===== src/design/pfd_ram.sv =====
// generic simple dual port ram: one write port, one registered read port
// standalone, no package needed
`timescale 1ns / 1ps
`default_nettype none

module pfd_ram #(
   parameter int unsigned WIDTH = 8,
   parameter int unsigned DEPTH = 64
) (
   input  wire logic                     clock,
   input  wire logic                     wr_en,
   input  wire logic [$clog2(DEPTH)-1:0] wr_addr,
   input  wire logic [WIDTH-1:0]         wr_data,
   input  wire logic                     rd_en,
   input  wire logic [$clog2(DEPTH)-1:0] rd_addr,
   output logic      [WIDTH-1:0]         rd_data
);

   logic [WIDTH-1:0] mem_ff [DEPTH];
   logic [WIDTH-1:0] rd_data_ff;

   always_ff @(posedge clock) begin
      if (wr_en) begin
         mem_ff[wr_addr] <= wr_data;
      end
      // read data holds while no read is issued
      if (rd_en) begin
         rd_data_ff <= mem_ff[rd_addr];
      end
   end

   assign rd_data = rd_data_ff;

endmodule : pfd_ram

`default_nettype wire


===== config.mk =====
export PLATFORM = sky130hd
export DESIGN_NAME = pfd_ram
export DESIGN_NICKNAME = d
export VERILOG_FILES = /design/src/design/pfd_ram.sv
export SDC_FILE = /design/constraint.sdc
export NUM_CORES = 1
export LEC_CHECK = 0
export BUFFER_PORTS_ARGS = -buffer_cell sky130_fd_sc_hd__clkbuf_2
export CORE_MARGIN = 2
export CORE_UTILIZATION = 60
export CTS_BUF_LIST = sky130_fd_sc_hd__clkbuf_4 sky130_fd_sc_hd__clkbuf_8
export CTS_CLUSTER_SIZE = 14
export DETAILED_ROUTE_END_ITERATION = 6
export GPL_TIMING_DRIVEN = 0
export PLACE_DENSITY_LB_ADDON = 0.05
export SKIP_LAST_GASP = 1
export SLEW_MARGIN = 20
export SYNTH_ARGS = -nofsm -noshare
export SYNTH_HDL_FRONTEND = slang
export SYNTH_SLANG_ARGS = --single-unit

===== constraint.sdc =====
create_clock -name clock -period 6.2 [get_ports clock]
set_input_delay 0.93 -clock clock [delete_from_list [all_inputs] [get_ports clock]]
set_output_delay 0.93 -clock clock [all_outputs]
set_load 0.05 [all_outputs]

==> flow_metrics.py <==
metrics = {
    "grt": {
        "grt_max_degree": 65,
        "grt_pass1_vias": 10200,
        "overflow": 0,
        "grt_pass1_wl_um": 66900,
        "grt_antenna_before_repair": 0,
        "grt_usage_pct": 27.2,
    },
    "yosys": {
        "synth-seq-cells": 520,
        "synth_cell_types": 39,
        "ys_seq_area_share_pct": 77.1,
        "ys_warn_count": 0,
        "netlist_instances": 940,
        "ys_async_sr_fraction_pct": 0,
        "synthesis.area_um2": 20200,
        "synthesis.nets": 963,
        "synth_top_flop_cell": "edfxtp_1",
        "synth_area_per_cell_um2": 21.5,
        "synth_edf_count": 520,
    },
    "floorplan": {
        "die_w_um": 188,
        "dieHeight_um": 188,
        "ios": 31,
        "initial_utilization_pct": 60.7,
        "rows": 67,
        "core-area_um2": 33400,
        "die_area_um2": 35200,
    },
    "cts": {
        "root_buffer": "clkbuf_8",
        "htreeDepth": 3,
        "cts_sinks": 520,
        "hold_buffers": 0,
        "tritoncts": "built",
        "clk_pin_slew_worst_paths_ns": 0.06,
        "clk_latency_ns": 0.63,
        "numCtsBuffers": 80,
        "clock_path_buffers": 3,
        "cts-resized-gates": 0,
        "cts_setup_buffers": 0,
    },
    "cells_and_area": {
        "area_delta_synth_final_pct": 10.9,
        "final_layout_size_suffix_gt1_share_pct": 28.4,
        "fin_util_pct": 67.3,
        "fin_nets": 1068,
        "diodes": 0,
    },
    "pwr": {
        "report.power.total_mw": 6.97,
        "leakagePower_nw": 7.02,
        "vdd_ir_drop_max_v": 0.000181,
        "pwr_density_cell_nw_per_um2": 310,
    },
    "sta": {
        "rsz0062_at_grt": "no",
        "min_period_over_period_pct": 52.5,
        "finalMaxSlewViolations": 0,
        "whs_ns": 0.653,
        "finalCriticalPeriod_ns": 3.26,
        "layout_setup_ws_ns": 2.94,
        "fmax_mhz": 307,
        "worst_pin_slew_ns": 1.09,
        "skew_ns": 0.0186,
        "finalHoldViolCount": 0,
        "setup_tns_ns": 0,
        "relSlewSlack_pct": 27.6,
        "setup_viol": 0,
    },
    "placed_design": {
        "gp_congestion": 0.938,
        "post-dp-hpwl_um": 29400,
        "port_buffers": 22,
        "post-place-ws_ns": 2.40,
    },
    "setup_path": {
        "slowest_stage": "clkbuf_1",
        "arrival_ns": 3.58,
        "crit_fanout": 10,
        "cp_slowest_stage_delay_ns": 0.60,
        "critPathLaunch": "rd_addr[2]",
        "cp-start-kind": "primary input",
        "reg2reg_to": "rd_data[5]",
        "reg2reg_slack_ns": 3.79,
        "worstRegToRegCells": 4,
        "critPathBufInv": 4,
        "critPathKind": "primary input to flip-flop",
        "crit_top_cell": "buf_2",
        "cp_top_family": "buffers and inverters",
        "worstSetupEndpoint": "rd_data[5]",
        "endpoint_kind": "flip-flop",
        "crit_cells": 7,
        "critPathRequiredTime_ns": 6.52,
        "regToRegStartpoint": "mem_ff[3][5]",
        "crit_chain": "buf_2 > buf_4 > clkbuf_1 > buf_2 > o221ai_1 > o21a_1 > o41ai_1",
    },
    "hold_path": {
        "hold_class": "primary input to flip-flop",
    },
    "detailed_routing": {
        "postRouteAntennaNets": 0,
        "wl_um": 46300,
        "drt-wirelength-per-cell_um": 29.8,
        "num_vias": 9927,
        "dr.first_iter.drc_count": 1134,
        "dr.pass1.iters": 5,
        "via_per_inst": 6.40,
        "drc": 0,
    },
    "job": {
        "drv_cap": 0,
    },
    "outcome": {
        "outcome": "finished clean",
    },
}
report_power, final:
part | internal [mW] | switching [mW]
sequential | 3.90 | 0.00613
combinational | 0.137 | 0.259
clock | 1.41 | 1.25
total | 5.45 | 1.52
layout by cell type (no fill, tap or decap), drive strengths merged, types with 2 or more instances in the layout:
cell        n
edfxtp    520
clkbuf    148
mux4      126
nor2       83
buf        36
clkinv     29
mux2i      23
nand2      19
nor2b      14
mux2       13
nand3      13
o221ai      8
o22ai       8
nand2b      7
nor3        7
a221oi      6
a211oi      4
o21ai       4
nand3b      3
a21oi       3
a22oi       3
o2111ai     3
o2bb2ai     3
o221a       2
nor4        2
o32ai       2
a2111oi     2
o21a        2
o41ai       2
nand4       2
clkinvlp    2
cell usage after synthesis (2+ instances only):
master | instances | area (um^2)
edfxtp_1 | 520 | 15600
buf_12 | 2 | 40.0
nand4_1 | 2 | 12.5
nand3b_1 | 3 | 22.5
buf_1 | 4 | 15.0
nor2b_1 | 14 | 87.6
o22ai_1 | 8 | 50.1
o21a_1 | 2 | 15.0
a211oi_1 | 4 | 30.0
nor4_1 | 2 | 12.5
a22oi_1 | 3 | 22.5
nor3_1 | 7 | 35.0
nor2_1 | 83 | 312
buf_6 | 4 | 45.0
o2111ai_1 | 3 | 26.3
buf_4 | 13 | 97.6
a21oi_1 | 3 | 15.0
nand2_1 | 19 | 71.3
o21ai_1 | 2 | 10.0
buf_2 | 11 | 55.1
nand3_1 | 13 | 65.1
o221a_2 | 2 | 22.5
a2111oi_0 | 2 | 17.5
o32ai_1 | 2 | 17.5
a221oi_1 | 6 | 52.6
o2bb2ai_1 | 3 | 26.3
o221ai_1 | 8 | 70.1
mux2_2 | 13 | 146
mux2i_1 | 23 | 230
o21ai_0 | 2 | 10.0
o41ai_1 | 2 | 17.5
clkbuf_1 | 17 | 63.8
mux4_2 | 126 | 2840
nand2b_1 | 7 | 43.8
per-layer routing:
metal,vias up,part of all wire (%),GRT usage (%),wire length (um)
met5,-,0,0,0
met4,0,3.5,11.6,1640
met3,95,9.0,5.35,4160
met2,502,48,42.2,22100
met1,5173,40,38.5,18400
li1,4157,-,-,-
worst min path at each step:
stage / depth (start not counted) / from / slack [ns] / end
after global placement: 4 / mem_ff[23][1] / 1.03 / rd_data[1]
final: 1 / rd_en / 0.65 / rd_data[7]
after CTS: 1 / rd_en / 0.64 / rd_data[7]
after floorplan: 4 / mem_ff[34][0] / 0.80 / rd_data[0]
after detailed placement: 4 / mem_ff[18][2] / 1.04 / rd_data[2]
after global routing: 1 / rd_en / 0.68 / rd_data[7]
layout make-up:
cell class | count | area, um^2
buffer | 51 | 317
fill | 2229 | 10900
sequential | 520 | 15600
multi-input combinational | 369 | 4330
timing repair buffer | 23 | 138
tap | 448 | 561
clock buffer | 110 | 1360
clock inverter | 31 | 135
worst register-to-register path: cells and delay by family (launching register included):
| kind | cells | cell delay (ns) |
|---|---|---|
| AOI/OAI and AO/OA | 2 | 1.15 |
| DFF | 1 | 0.35 |
| muxes | 1 | 0.46 |
| and+or+nand+nor | 1 | 0.14 |
sequential cells by signal (all words and copies together) (netlist names):
register and cells:
mem_ff 512, rd_data 8
through the flow:
step,cell area (um^2),instances
2_1_floorplan,20200,940
3_3_place_gp,20900,1410
3_5_place_dp,21000,1411
4_1_cts,22400,1552
5_1_grt,22500,1552
6_report,22500,1552
cell families after synthesis:
| kind of cell | synth area share [%] |
|---|---|
| flops | 77.1 |
| simple gates | 3.37 |
| buf+inv | 1.56 |
| mux | 15.9 |
| compound gates | 2.06 |
(Power assumes the default switching activity.)
